[src/rtl/uvs_pkg.sv]
// Package for the UV sphere vertex generator: sizes, item types, register indexes,
// divisor reciprocal tables and the quarter-wave sine table builder.
// No dependencies.
`timescale 1ns / 1ps

package uvs_pkg;

  localparam int MAX_STEPS        = 64;
  localparam int MIN_STEPS        = 4;
  localparam int SINE_TABLE_DEPTH = 1024;

  localparam int IDX_W  = 16;
  localparam int RAD_W  = 16;
  localparam int N_W    = 7;
  localparam int CFG_W  = 16;
  localparam int POS_W  = 17;
  localparam int TEX_W  = 17;
  localparam int NRM_W  = 16;
  localparam int QS_W   = 17;
  localparam int ADDR_W = $clog2(SINE_TABLE_DEPTH + 1);
  localparam int PH_W   = $clog2(4 * SINE_TABLE_DEPTH);
  localparam int R_W    = $clog2(MAX_STEPS + 2);
  localparam int C_W    = $clog2(2 * MAX_STEPS + 1);
  localparam int DIV_W  = $clog2(4 * MAX_STEPS + 1);
  localparam int TEX_SCALE = 131072;
  localparam int NUM_W  = $clog2(TEX_SCALE * 2 * MAX_STEPS + 2 * MAX_STEPS + 1);
  localparam int QUO_W  = 17;
  localparam int RECIP_K = 32;
  localparam int LATENCY = 15;

  localparam logic [RAD_W-1:0] RADIUS_RESET = RAD_W'(256);
  localparam logic [N_W-1:0]   STEPS_RESET  = N_W'(16);

  localparam logic [0:0] REG_RADIUS = 1'd0;
  localparam logic [0:0] REG_STEPS  = 1'd1;

  typedef enum logic [1:0] {
    REGION_TOP,
    REGION_BAND,
    REGION_BOTTOM
  } region_t;

  typedef struct packed {
    logic           oor;
    logic           fin;
    logic [N_W-1:0] n;
    logic [R_W-1:0] r;
    logic [C_W-1:0] c;
  } vtx_item_t;

  typedef struct packed {
    logic full;
    logic empty;
  } q_status_t;

  typedef logic [RECIP_K-1:0] recip_tab_t [0:MAX_STEPS];
  typedef logic [IDX_W-1:0]   total_tab_t [0:MAX_STEPS];
  typedef logic [QS_W-1:0]    sine_rom_t  [0:SINE_TABLE_DEPTH];

  // floor(2^32 / div), by restoring long division
  function automatic logic [RECIP_K-1:0] recip_of(input logic [15:0] div);
    logic [RECIP_K:0] rem;
    logic [RECIP_K:0] q;
    rem = '0;
    q   = '0;
    for (int i = RECIP_K; i >= 0; i--) begin
      rem = {rem[RECIP_K-1:0], (i == RECIP_K)};
      if (rem >= (RECIP_K+1)'(div)) begin
        rem  = rem - (RECIP_K+1)'(div);
        q[i] = 1'b1;
      end
    end
    return q[RECIP_K-1:0];
  endfunction

  // reciprocal of (mul*N + add) for every N, N clamped up to the minimum
  function automatic recip_tab_t build_recip(input int mul, input int add);
    recip_tab_t t;
    int nn;
    for (int n = 0; n <= MAX_STEPS; n++) begin
      nn   = (n < MIN_STEPS) ? MIN_STEPS : n;
      t[n] = recip_of(16'(mul * nn + add));
    end
    return t;
  endfunction

  function automatic total_tab_t build_total();
    total_tab_t t;
    int nn;
    for (int n = 0; n <= MAX_STEPS; n++) begin
      nn   = (n < MIN_STEPS) ? MIN_STEPS : n;
      t[n] = IDX_W'(12 * nn * nn);
    end
    return t;
  endfunction

  localparam recip_tab_t RECIP_12N  = build_recip(12, 0);
  localparam recip_tab_t RECIP_2N   = build_recip(2, 0);
  localparam recip_tab_t RECIP_4N   = build_recip(4, 0);
  localparam recip_tab_t RECIP_2NP2 = build_recip(2, 2);
  localparam total_tab_t TOTAL_TAB  = build_total();

  localparam longint unsigned PI_Q30   = 64'd3373259426;
  localparam longint unsigned SINE_DEN = 64'(2 * SINE_TABLE_DEPTH);
  localparam longint unsigned TAYLOR_DIV [1:10] =
    '{64'd6, 64'd20, 64'd42, 64'd72, 64'd110, 64'd156, 64'd210, 64'd272, 64'd342, 64'd420};

  // quarter-wave sine in Q1.16, Taylor series in Q30
  function automatic sine_rom_t build_sine_rom();
    sine_rom_t rom;
    longint unsigned x, x2, term, sum, e, kk;
    for (int k = 0; k <= SINE_TABLE_DEPTH; k++) begin
      kk   = 64'(k);
      x    = (kk * PI_Q30 + 64'(SINE_TABLE_DEPTH)) / SINE_DEN;
      x2   = (x * x) >> 30;
      term = x;
      sum  = x;
      for (int n = 1; n <= 10; n++) begin
        term = ((term * x2) >> 30) / TAYLOR_DIV[n];
        if (n % 2 == 1) begin
          sum = sum - term;
        end else begin
          sum = sum + term;
        end
      end
      e = (sum + 64'd8192) >> 14;
      if (e > 64'd65536) begin
        e = 64'd65536;
      end
      rom[k] = QS_W'(e);
    end
    return rom;
  endfunction

endpackage

[src/rtl/uvs_queue.sv]
// Two-entry item queue between the decode front and the compute back.
// Depends on uvs_pkg.
`timescale 1ns / 1ps

module uvs_queue (
  input  logic               clk,
  input  logic               rst,
  input  logic               push,
  input  uvs_pkg::vtx_item_t push_item,
  input  logic               pop,
  output uvs_pkg::vtx_item_t head,
  output uvs_pkg::q_status_t status
);

  localparam int QDEPTH = 2;
  localparam int P_W    = $clog2(QDEPTH);
  localparam int CNT_W  = $clog2(QDEPTH + 1);

  uvs_pkg::vtx_item_t slots [QDEPTH];
  logic [P_W-1:0]     wp, rp;
  logic [CNT_W-1:0]   cnt;
  logic               do_pop;

  assign do_pop       = pop && (cnt != '0);
  assign head         = slots[rp];
  assign status.empty = (cnt == '0);
  assign status.full  = (cnt == CNT_W'(QDEPTH));

  always_ff @(posedge clk) begin
    if (rst) begin
      wp  <= '0;
      rp  <= '0;
      cnt <= '0;
    end else begin
      if (push) begin
        wp <= wp + P_W'(1);
      end
      if (do_pop) begin
        rp <= rp + P_W'(1);
      end
      cnt <= cnt + CNT_W'(push) - CNT_W'(do_pop);
    end
    if (push) begin
      slots[wp] <= push_item;
    end
  end

endmodule

[config.mk]
export PLATFORM = sky130hd
export DESIGN_NAME = uvs_queue
export DESIGN_NICKNAME = d
export VERILOG_FILES = /design/src/rtl/uvs_pkg.sv /design/src/rtl/uvs_queue.sv
export SDC_FILE = /design/constraint.sdc
export NUM_CORES = 1
export LEC_CHECK = 0
export ABC_AREA = 1
export ABC_CLOCK_PERIOD_IN_PS = 1850
export BUFFER_PORTS_ARGS = -buffer_cell sky130_fd_sc_hd__buf_2
export CORE_MARGIN = 4
export CORE_UTILIZATION = 46
export DETAILED_ROUTE_END_ITERATION = 16
export PLACE_DENSITY = 0.74
export SLEW_MARGIN = 20
export SYNTH_ARGS = -nofsm -noshare
export SYNTH_HDL_FRONTEND = slang
export SYNTH_SLANG_ARGS = --single-unit
[constraint.sdc]
create_clock -name clk -period 1.85 [get_ports clk]
set_input_delay 0.2775 -clock clk [delete_from_list [all_inputs] [get_ports clk]]
set_output_delay 0.2775 -clock clk [all_outputs]
set_load 0.01 [all_outputs]
==> run summary <==
status - finished clean
Cell Area, Synth - 2080 µm²
CTS resizes - 0
post-layout util - 57.5%
worst setup margin - 0.207 ns
Comb power frac - 25.5%
Via density - 4.82
DRT antenna net count - 0
post-synth cell types - 13
area of the multi-input gates - 453 µm²
1st-pass router iterations - 4
Starting Density - 47.8%
largest net degree at the start of global routing - 25
Sw Ratio - 25.3%
Max Cap Viol - 0
Worst-Margin Slew - 0.335 ns
Tmin final - 1.64 ns
#FFs+latches synth - 53
register area - 1540 µm²
Hold Crit Start - push_item[8]
Setup crit end kind - primary output
layout cell share with drive strength beyond 1 - 50.3%
Antenna Cells - 0
fin. max-slew vios - 0
critical path class - reg2out
CTS max path bufs - 2
Clock Root Buffer - clkbuf_8
Core Box Area - 4350 µm²
RSZ-0062 raised after global routing - no
vias in the first global route - 1,110
sequential fraction of design power - 49.3%
clock share of power - 25.2%
most frequent cells in the layout - 53 x buf_2, 48 x edfxtp_1, 20 x mux2_4, 10 x inv_1, 9 x nor2_1
Hold EP - slots[1][8]$_DFFE_PP_
worst vdd ir - 640 µV
clk_skew - 0.00464 ns
Synthesis Warnings - 0
Pleak - 1.04 nW
# IOs - 54
P_sw - 0.000737 W
Critical Path Fanout Max - 24
setup violators final - 0
met3 wire len - 256 µm
Clock Latency Late Sink - 0.29 ns
die area - 5660 µm²
Highest Signal Layer - met4
DR WL/cell - 14.5 µm
global-route wire length before repair - 4870 µm
hold path cells - 1
sequential share of the synthesized area - 74.1%
Die X - 75.3 µm
FILL cells - 342
Post-Syn Area per Cell - 18.6 µm²
met1 WL - 1170 µm
CTS sink cnt - 53
Clock transition at path regs - 0.09 ns
H-tree Lvls - 2
commonest non-fill, non-tap cell in the layout - buf_2
Post-CTS Setup Repair Bufs - 0
Post-Synthesis Cells - 112
Layout area overhead - 20.3%
Final Hold Vio Count - 0
total negative slack - 0 ns
Slew HR - 77.7%
gr usage total - 12.3%
Routed WL - 3260 µm
cts hold-fix bufs - 0
CTS tree - built
r2r setup slk - 0.35 ns
Layout Nets - 202
Final HPWL DP - 2310 µm
Syn Nets - 142
total grt overflow - 0
FF-to-FF path depth - 9
f_max - 0.609 GHz
die height - 75.3 µm
Critical Path RT - 1.57 ns
pwr dens - 1160 nW/µm²
Setup WS pre-CTS - 0.365 ns
Period Utilization, post-route - 88.8%
met2 WL - 1780 µm
worst hold path type - in2reg
total CTS buffers - 5
Startpoint Class - flip-flop
Worst EP arrival - 1.37 ns
via count - 1,084
cell row count - 24
internal power - 0.00218 W
initial antenna violation count - 0
port bufs - 53
r2r endpoint - cnt[1]$_SDFF_PP0_
gpl congestion - 0.666
R2R Path Start - cnt[1]$_SDFF_PP0_
Residual DRC - 0
1st-iter DRT viols - 47
-- sequential cells by signal, indices dropped and copies added (netlist names), named ones only --
name / cells
wp: 1
rp: 1
cnt: 2
slots: 48
-- synthesized netlist by cell type --
cell | n | area [µm²]
ha_1 | 2 | 25.0
inv_1 | 10 | 37.5
nand2_1 | 6 | 22.5
mux2_2 | 4 | 45.0
buf_12 | 2 | 40.0
dfxtp_1 | 5 | 100
nand3_1 | 2 | 10.0
nor3_1 | 1 | 5.00
edfxtp_1 | 48 | 1440
a21oi_1 | 1 | 5.00
nor2_1 | 10 | 37.5
mux2_4 | 20 | 300
buf_6 | 1 | 11.3
-- stage by stage --
stage                     hold slack [ns]  total power [W]  instance area (µm²)  std cells
after global routing                0.141          0.00308                 2500        225
after global placement              0.466          0.00217                 2400        217
after detailed placement            0.469          0.00222                 2400        217
after floorplan                     0.349          0.00202                 2080        112
after CTS                           0.155          0.00296                 2500        225
final                               0.167          0.00291                 2500        225
-- area by class of cell --
type,count,share of cell area [%]
Clock buffer,6,2.90
Clock inverter,2,1.35
Inverter,10,1.50
Multi-Input combinational cell,46,18.1
Sequential cell,53,61.6
Tap cell,52,2.60
Timing Repair Buffer,56,12.0
-- layer usage --
metal	global-route usage (%)	vias to the layer above
li1	-	526
met1	11.8	516
met2	21.8	36
met3	5.61	6
met4	6.80	0
met5	0	-
-- worst max-delay path: stages (launching register included) --
cell     delay (ns)
dfxtp_1        0.36
buf_12         0.22
mux2_2         0.36
buf_2          0.14
-- power groups by stage --
stage,Sequential (W),Combinational (W),Clock (W)
after floorplan,0.00145,0.000565,0
after global placement,0.00146,0.000717,0
after detailed placement,0.00146,0.000758,0
after CTS,0.00144,0.000759,0.000760
after global routing,0.00144,0.000824,0.000812
final,0.00144,0.000743,0.000735
-- logic make-up (layout without fill, tap and decap cells) --
family          Yosys count  count (layout)  share of synthesized area [%]
flops                    53              53                           74.1
fa+ha+maj                 2               2                           1.20
mux                      24              24                           16.6
compound gates            1               1                          0.240
simple gates             19              19                           3.61
buf+inv                  13              74                           4.27
-- how the worst max path moves through the flow --
stage	from	slack, ns	to	cells past startpoint
detailed placement	cnt[1]$_SDFF_PP0_	0.36	cnt[1]$_SDFF_PP0_	10
floorplan	wp$_SDFFE_PP0P_	0.1	slots[0][0]$_DFFE_PP_	1
finish	flip-flop	0.21	head[18]	3
global route	flip-flop	0.12	head[12]	3
global placement	pop	0.52	cnt[1]$_SDFF_PP0_	10
CTS	flip-flop	0.18	head[18]	3
(Power assumes the default switching activity.)
