===== src/rtl/uvs_pkg.sv =====
// Package for the UV sphere vertex generator: sizes, item types, register indexes,
// divisor reciprocal tables and the quarter-wave sine table builder.
// No dependencies.
`timescale 1ns / 1ps

package uvs_pkg;

  localparam int MAX_STEPS        = 64;
  localparam int MIN_STEPS        = 4;
  localparam int SINE_TABLE_DEPTH = 1024;

  localparam int IDX_W  = 16;
  localparam int RAD_W  = 16;
  localparam int N_W    = 7;
  localparam int CFG_W  = 16;
  localparam int POS_W  = 17;
  localparam int TEX_W  = 17;
  localparam int NRM_W  = 16;
  localparam int QS_W   = 17;
  localparam int ADDR_W = $clog2(SINE_TABLE_DEPTH + 1);
  localparam int PH_W   = $clog2(4 * SINE_TABLE_DEPTH);
  localparam int R_W    = $clog2(MAX_STEPS + 2);
  localparam int C_W    = $clog2(2 * MAX_STEPS + 1);
  localparam int DIV_W  = $clog2(4 * MAX_STEPS + 1);
  localparam int TEX_SCALE = 131072;
  localparam int NUM_W  = $clog2(TEX_SCALE * 2 * MAX_STEPS + 2 * MAX_STEPS + 1);
  localparam int QUO_W  = 17;
  localparam int RECIP_K = 32;
  localparam int LATENCY = 15;

  localparam logic [RAD_W-1:0] RADIUS_RESET = RAD_W'(256);
  localparam logic [N_W-1:0]   STEPS_RESET  = N_W'(16);

  localparam logic [0:0] REG_RADIUS = 1'd0;
  localparam logic [0:0] REG_STEPS  = 1'd1;

  typedef enum logic [1:0] {
    REGION_TOP,
    REGION_BAND,
    REGION_BOTTOM
  } region_t;

  typedef struct packed {
    logic           oor;
    logic           fin;
    logic [N_W-1:0] n;
    logic [R_W-1:0] r;
    logic [C_W-1:0] c;
  } vtx_item_t;

  typedef struct packed {
    logic full;
    logic empty;
  } q_status_t;

  typedef logic [RECIP_K-1:0] recip_tab_t [0:MAX_STEPS];
  typedef logic [IDX_W-1:0]   total_tab_t [0:MAX_STEPS];
  typedef logic [QS_W-1:0]    sine_rom_t  [0:SINE_TABLE_DEPTH];

  // floor(2^32 / div), by restoring long division
  function automatic logic [RECIP_K-1:0] recip_of(input logic [15:0] div);
    logic [RECIP_K:0] rem;
    logic [RECIP_K:0] q;
    rem = '0;
    q   = '0;
    for (int i = RECIP_K; i >= 0; i--) begin
      rem = {rem[RECIP_K-1:0], (i == RECIP_K)};
      if (rem >= (RECIP_K+1)'(div)) begin
        rem  = rem - (RECIP_K+1)'(div);
        q[i] = 1'b1;
      end
    end
    return q[RECIP_K-1:0];
  endfunction

  // reciprocal of (mul*N + add) for every N, N clamped up to the minimum
  function automatic recip_tab_t build_recip(input int mul, input int add);
    recip_tab_t t;
    int nn;
    for (int n = 0; n <= MAX_STEPS; n++) begin
      nn   = (n < MIN_STEPS) ? MIN_STEPS : n;
      t[n] = recip_of(16'(mul * nn + add));
    end
    return t;
  endfunction

  function automatic total_tab_t build_total();
    total_tab_t t;
    int nn;
    for (int n = 0; n <= MAX_STEPS; n++) begin
      nn   = (n < MIN_STEPS) ? MIN_STEPS : n;
      t[n] = IDX_W'(12 * nn * nn);
    end
    return t;
  endfunction

  localparam recip_tab_t RECIP_12N  = build_recip(12, 0);
  localparam recip_tab_t RECIP_2N   = build_recip(2, 0);
  localparam recip_tab_t RECIP_4N   = build_recip(4, 0);
  localparam recip_tab_t RECIP_2NP2 = build_recip(2, 2);
  localparam total_tab_t TOTAL_TAB  = build_total();

  localparam longint unsigned PI_Q30   = 64'd3373259426;
  localparam longint unsigned SINE_DEN = 64'(2 * SINE_TABLE_DEPTH);
  localparam longint unsigned TAYLOR_DIV [1:10] =
    '{64'd6, 64'd20, 64'd42, 64'd72, 64'd110, 64'd156, 64'd210, 64'd272, 64'd342, 64'd420};

  // quarter-wave sine in Q1.16, Taylor series in Q30
  function automatic sine_rom_t build_sine_rom();
    sine_rom_t rom;
    longint unsigned x, x2, term, sum, e, kk;
    for (int k = 0; k <= SINE_TABLE_DEPTH; k++) begin
      kk   = 64'(k);
      x    = (kk * PI_Q30 + 64'(SINE_TABLE_DEPTH)) / SINE_DEN;
      x2   = (x * x) >> 30;
      term = x;
      sum  = x;
      for (int n = 1; n <= 10; n++) begin
        term = ((term * x2) >> 30) / TAYLOR_DIV[n];
        if (n % 2 == 1) begin
          sum = sum - term;
        end else begin
          sum = sum + term;
        end
      end
      e = (sum + 64'd8192) >> 14;
      if (e > 64'd65536) begin
        e = 64'd65536;
      end
      rom[k] = QS_W'(e);
    end
    return rom;
  endfunction

endpackage


===== src/rtl/uvs_front.sv =====
// Front part: decodes a vertex index into ring, column and range flags.
// Depends on uvs_pkg.
`timescale 1ns / 1ps

module uvs_front (
  input  logic                        clk,
  input  logic                        rst,
  input  logic                        in_valid,
  input  logic [uvs_pkg::IDX_W-1:0]   in_index,
  input  logic [uvs_pkg::N_W-1:0]     step_count,
  output logic                        out_valid,
  output uvs_pkg::vtx_item_t          out_item
);

  localparam int IDX_W = uvs_pkg::IDX_W;
  localparam int N_W   = uvs_pkg::N_W;
  localparam int R_W   = uvs_pkg::R_W;
  localparam int C_W   = uvs_pkg::C_W;
  localparam int K     = uvs_pkg::RECIP_K;
  localparam int D12_W = $clog2(12 * uvs_pkg::MAX_STEPS + 1);
  localparam int M_W   = IDX_W - 1;
  localparam logic [IDX_W-1:0] DIV3_MUL = IDX_W'(43691);
  localparam int DIV3_SH = 17;

  logic [5:1] v;

  // stage 1: capture
  logic [IDX_W-1:0] idx1;
  logic [N_W-1:0]   n1;

  // stage 2: range and region
  logic [IDX_W-1:0] total, cap, bot_base, rem;
  uvs_pkg::region_t region;
  logic [IDX_W-1:0] rem2;
  logic [N_W-1:0]   n2;
  logic             oor2, fin2;
  uvs_pkg::region_t region2;

  // stage 3: band quotient estimate
  logic [IDX_W+K-1:0] prod3;
  logic [R_W-1:0]     q3;
  logic [IDX_W-1:0]   rem3;
  logic [N_W-1:0]     n3;
  logic               oor3, fin3;
  uvs_pkg::region_t   region3;

  // stage 4: correct quotient
  logic [D12_W-1:0]     d12;
  logic [R_W+D12_W-1:0] qd;
  logic [IDX_W-1:0]     rr, x;
  logic [R_W-1:0]       bq;
  logic [IDX_W-1:0]     x4;
  logic [R_W-1:0]       band4;
  logic [N_W-1:0]       n4;
  logic                 oor4, fin4;
  uvs_pkg::region_t     region4;

  // stage 5: divide by three
  logic [2*IDX_W-1:0] prod5;
  logic [M_W-1:0]     m5;
  logic [IDX_W-1:0]   x5;
  logic [R_W-1:0]     band5;
  logic [N_W-1:0]     n5;
  logic               oor5, fin5;
  uvs_pkg::region_t   region5;

  // stage 6: corner select
  logic [IDX_W-1:0] mm, mul;
  logic [2:0]       k;
  logic [R_W-1:0]   r6;
  logic [C_W-1:0]   cm, cm1;

  always_comb begin
    total    = uvs_pkg::TOTAL_TAB[n1];
    cap      = IDX_W'(n1) * IDX_W'(6);
    bot_base = total - cap;
    if (idx1 < cap) begin
      region = uvs_pkg::REGION_TOP;
      rem    = idx1;
    end else if (idx1 < bot_base) begin
      region = uvs_pkg::REGION_BAND;
      rem    = idx1 - cap;
    end else begin
      region = uvs_pkg::REGION_BOTTOM;
      rem    = idx1 - bot_base;
    end
  end

  assign prod3 = (IDX_W+K)'(rem2) * (IDX_W+K)'(uvs_pkg::RECIP_12N[n2]);

  always_comb begin
    d12 = D12_W'(n3) * D12_W'(12);
    qd  = (R_W+D12_W)'(q3) * (R_W+D12_W)'(d12);
    rr  = rem3 - IDX_W'(qd);
    bq  = q3;
    x   = rem3;
    if (region3 == uvs_pkg::REGION_BAND) begin
      x = rr;
      if (rr >= IDX_W'(d12)) begin
        bq = q3 + R_W'(1);
        x  = rr - IDX_W'(d12);
      end
    end
  end

  assign prod5 = (2*IDX_W)'(x4) * (2*IDX_W)'(DIV3_MUL);

  always_comb begin
    if (region5 == uvs_pkg::REGION_BAND) begin
      mm  = IDX_W'(m5 >> 1);
      mul = mm * IDX_W'(6);
    end else begin
      mm  = IDX_W'(m5);
      mul = mm * IDX_W'(3);
    end
    k   = 3'(x5 - mul);
    cm  = C_W'(mm);
    cm1 = C_W'(mm + IDX_W'(1));
    r6  = band5;
    case (region5)
      uvs_pkg::REGION_TOP: begin
        r6 = R_W'(1);
        case (k)
          3'd0:    begin r6 = R_W'(1); end
          3'd1:    begin r6 = R_W'(1); cm = cm1; end
          default: begin r6 = R_W'(0); end
        endcase
      end
      uvs_pkg::REGION_BAND: begin
        case (k)
          3'd0:        begin r6 = band5; end
          3'd1:        begin r6 = band5 + R_W'(1); end
          3'd2, 3'd3:  begin r6 = band5 + R_W'(1); cm = cm1; end
          3'd4:        begin r6 = band5; cm = cm1; end
          default:     begin r6 = band5; end
        endcase
      end
      default: begin
        case (k)
          3'd0:    begin r6 = R_W'(n5) + R_W'(1); cm = cm1; end
          3'd1:    begin r6 = R_W'(n5); cm = cm1; end
          default: begin r6 = R_W'(n5); end
        endcase
      end
    endcase
  end

  always_ff @(posedge clk) begin
    if (rst) begin
      v         <= '0;
      out_valid <= 1'b0;
    end else begin
      v         <= {v[4:1], in_valid};
      out_valid <= v[5];
    end
    idx1 <= in_index;
    n1   <= step_count;

    rem2    <= rem;
    n2      <= n1;
    oor2    <= (idx1 >= total);
    fin2    <= (idx1 == total - IDX_W'(1));
    region2 <= region;

    q3      <= prod3[K +: R_W];
    rem3    <= rem2;
    n3      <= n2;
    oor3    <= oor2;
    fin3    <= fin2;
    region3 <= region2;

    x4      <= x;
    band4   <= bq + R_W'(1);
    n4      <= n3;
    oor4    <= oor3;
    fin4    <= fin3;
    region4 <= region3;

    m5      <= prod5[DIV3_SH +: M_W];
    x5      <= x4;
    band5   <= band4;
    n5      <= n4;
    oor5    <= oor4;
    fin5    <= fin4;
    region5 <= region4;

    out_item.oor <= oor5;
    out_item.fin <= fin5;
    out_item.n   <= n5;
    out_item.r   <= r6;
    out_item.c   <= cm;
  end

endmodule


===== config.mk =====
export PLATFORM = sky130hd
export DESIGN_NAME = uvs_front
export DESIGN_NICKNAME = d
export VERILOG_FILES = /design/src/rtl/uvs_pkg.sv /design/src/rtl/uvs_front.sv
export SDC_FILE = /design/constraint.sdc
export NUM_CORES = 2
export LEC_CHECK = 0
export ABC_AREA = 1
export BUFFER_PORTS_ARGS = -buffer_cell sky130_fd_sc_hd__buf_2
export CAP_MARGIN = 10
export CORE_MARGIN = 1.5
export CORE_UTILIZATION = 60
export DETAILED_ROUTE_END_ITERATION = 8
export PLACE_DENSITY = 0.77
export SLEW_MARGIN = 25
export SYNTH_ARGS = -nofsm -noshare
export SYNTH_HDL_FRONTEND = slang
export SYNTH_SLANG_ARGS = --single-unit

===== constraint.sdc =====
create_clock -name clk -period 12.69 [get_ports clk]
set_clock_uncertainty 0.05 [all_clocks]
set_input_delay 0 -clock clk [delete_from_list [all_inputs] [get_ports clk]]
set_output_delay 0 -clock clk [all_outputs]
set_load 0.03 [all_outputs]

==> metrics.txt <==
Post-synth EDFFs=0; Tmin final=between 8 and 9 ns; CP Max Fanout=30; site row count=81; Max Slew Vio Count=0; fin crit share=67.6%; outcome=complete, no violations; Via Count=25400; Setup TNS Final=0 ns; Post-DP Area=30800 µm²; Clock Latency Late Sink=0.46 ns; CTS clk-pin slew, worst paths=roughly 0.080 ns; adder-cell area share of the yosys netlist=44.6%; Clock Path Buffers=2; CTS buffer count=17; Setup CP Type=flip-flop to flip-flop; antenna violations before repair=2; Max-cap violations=0; Synthesized Nets=4666; Final HPWL DP=63.7 mm; CP max stage delay=0.67 ns; critical path's slowest cell=xnor2_1; Starting Density=61.1%; Post-Syn Area per Cell=between 7 and 8 µm²; cell taking the most area after synthesis=fa_1; max_slew headroom=31.8%; Ys Warns=0; first-iteration detailed-routing DRC count=2373; core box area=~50000 µm²; total routed wirelength=between 80 and 90 mm; CP Capture Type=flip-flop; Filler cells=4241; I/O pin cnt=just over 50; Yosys reg bits=178; XOR/XNOR Fraction of Synth Area=between 3 and 4%; Area contributors post-synth=fa_1 30%, ha_1 14%, dfxtp_1 12%; post-synthesis mux area share=0%; unrepaired setup endpoints after global routing=false; post-synthesis compound-gate area fraction=under 10%; most frequent cells in the layout=808 x inv_1, 785 x nand2_1, 457 x fa_1; Main synth FF type=dfxtp_1; worst hold path cell count=2; Reg2Reg Depth=39; clock sink count=178; post-synthesis sequential area ratio=a little under an eighth; clk root buf=clkbuf_16; routability cong.=1.04; vias in the first global route=25400; Final Hold Vio Count=0; largest net degree at the start of global routing=40; Setup violations, final=0; Fmax=117 MHz; IO Port Bufs=50; die area=roughly 50000 µm²; Area Growth Syn to Fin=5.53%; drt wl/cell=17.9 µm; H-tree levels=4; Mapped Area=30000 µm²; Synth top area share=between 30 and 40%; DRC viols=0; CP dominant cell by count=nand2_1; Congestion Overflow GR=0; ys async rst share=0%; most common cell after layout, fill and taps aside=inv_1; post-route ant nets=0; post-synthesis cell type count=69; cell count after synthesis=3843; crit start category=flip-flop; die span in y=between 200 and 250 µm; Worst Path Arrival=between 8 and 9 ns; Die Span X=227 µm; GRT Total Usage=32.8%; post-CTS setup buffers=0; nets=4671; largest family of logic cells by synthesized area=adder cells; Worst-Margin Slew=1.02 ns; Final Util=64.5%; Worst Hold Class=input port to flip-flop; first-pass GRT wire length=between 100 and 150 mm; CTS tree=yes; fin area=31700 µm²; TritonRoute pass-1 iters=6; CP required=12.99 ns; share of cells above drive strength 1=4.74%; drt via density=5.60; simple-gate share of the synthesized area=18.6%
[Yosys cell counts (6+ instances only)]
cell type / count
o31ai_1: 13
clkbuf_1: 68
buf_2: 24
a21o_1: 8
a21oi_1: 165
nor2_4: 8
o21ai_0: 137
o311ai_0: 10
ha_1: 340
nand2_2: 15
nor4_1: 9
o221ai_1: 15
a21boi_0: 7
nand2_1: 785
inv_2: 17
fa_1: 457
nand3b_1: 7
o21bai_1: 9
nand3_2: 7
nor2_1: 297
inv_1: 808
o21ai_1: 12
o21a_1: 6
o22ai_1: 13
nand3_1: 137
nand4_1: 22
xnor2_1: 56
o211ai_1: 22
dfxtp_1: 178
buf_1: 10
a31oi_1: 12
xor2_1: 72
nor3_1: 28
[metrics by stage]
| stage | std cells | worst slack (ns) | hold WS, ns |
|---|---|---|---|
| 6_report | 4526 | 4.11 | 0.113 |
| 5_1_grt | 4525 | 3.64 | 0.103 |
| 4_1_cts | 4525 | 4.19 | 0.105 |
| 3_5_place_dp | 4467 | 4.23 | 0.0536 |
| 3_3_place_gp | 4467 | 4.36 | 0.0518 |
| 2_1_floorplan | 3843 | 5.31 | -0.0223 |
[cells by family (layout without fill, tap and decap cells)]
family	count (synthesis)	in the layout
buffers and inverters	935	953
DFF	178	178
other	0	1
adders and majority gates	797	797
AOI/OAI and AO/OA	464	464
xor gates and xnor gates	131	131
and+or+nand+nor	1338	1338
[final timing paths]
| check | start | endpoint | slack (ns) |
|---|---|---|---|
| setup / recovery | n3[0] | band4[6] | 4.11 |
| setup reg to reg | n3[0] | band4[6] | 4.11 |
| hold reg to reg | band4[5] | band5[5] | 0.27 |
| hold / removal | step_count[6] | n1[6] | 0.11 |
[final cells by class]
type                            count  area [µm²]  area share (%)
Multi-Input combinational cell   2730       22900            72.3
Sequential cell                   178        3570            11.3
Inverter                          829        3110            9.81
Tap cell                          664         831            2.62
Timing Repair Buffer               92         631            1.99
Clock buffer                       17         425            1.34
Clock inverter                     15         205           0.647
Antenna cell                        1        2.50         0.00789
[worst max-delay path, delay by kind of cell (launching register included)]
family	cells	cell delay, ns
compound gates	4	0.65
xor+xnor	3	1.07
fa+ha+maj	10	4.01
buf+inv	5	0.25
flops	1	0.47
simple gates	17	1.93
[what timing repair did]
item | in CTS | in global routing
gates resized for setup | 0 | 0
hold buffers | 26 | 0
endpoints found under the hold margin | 29 | 0
[sequential cells by signal (all words and copies together), names as in the netlist, 3 cells and up]
name	count
n2	7
n5	7
idx1	16
out_item	24
n3	7
n4	7
x5	3
x4	16
rem3	16
band5	7
m5	9
band4	7
q3	7
rem2	16
n1	7
v	5
[layer usage]
metal	global-route usage, %	up-vias	routed length, µm
met5	0	-	0
met4	12.9	0	3230
met3	5.60	212	7190
met2	52.3	1147	36400
met1	44.5	12100	34100
li1	-	11900	-
Power is left out: the tool's default activity adds up to more than one toggle a clock period on the data nets, which glitch-free logic cannot reach.
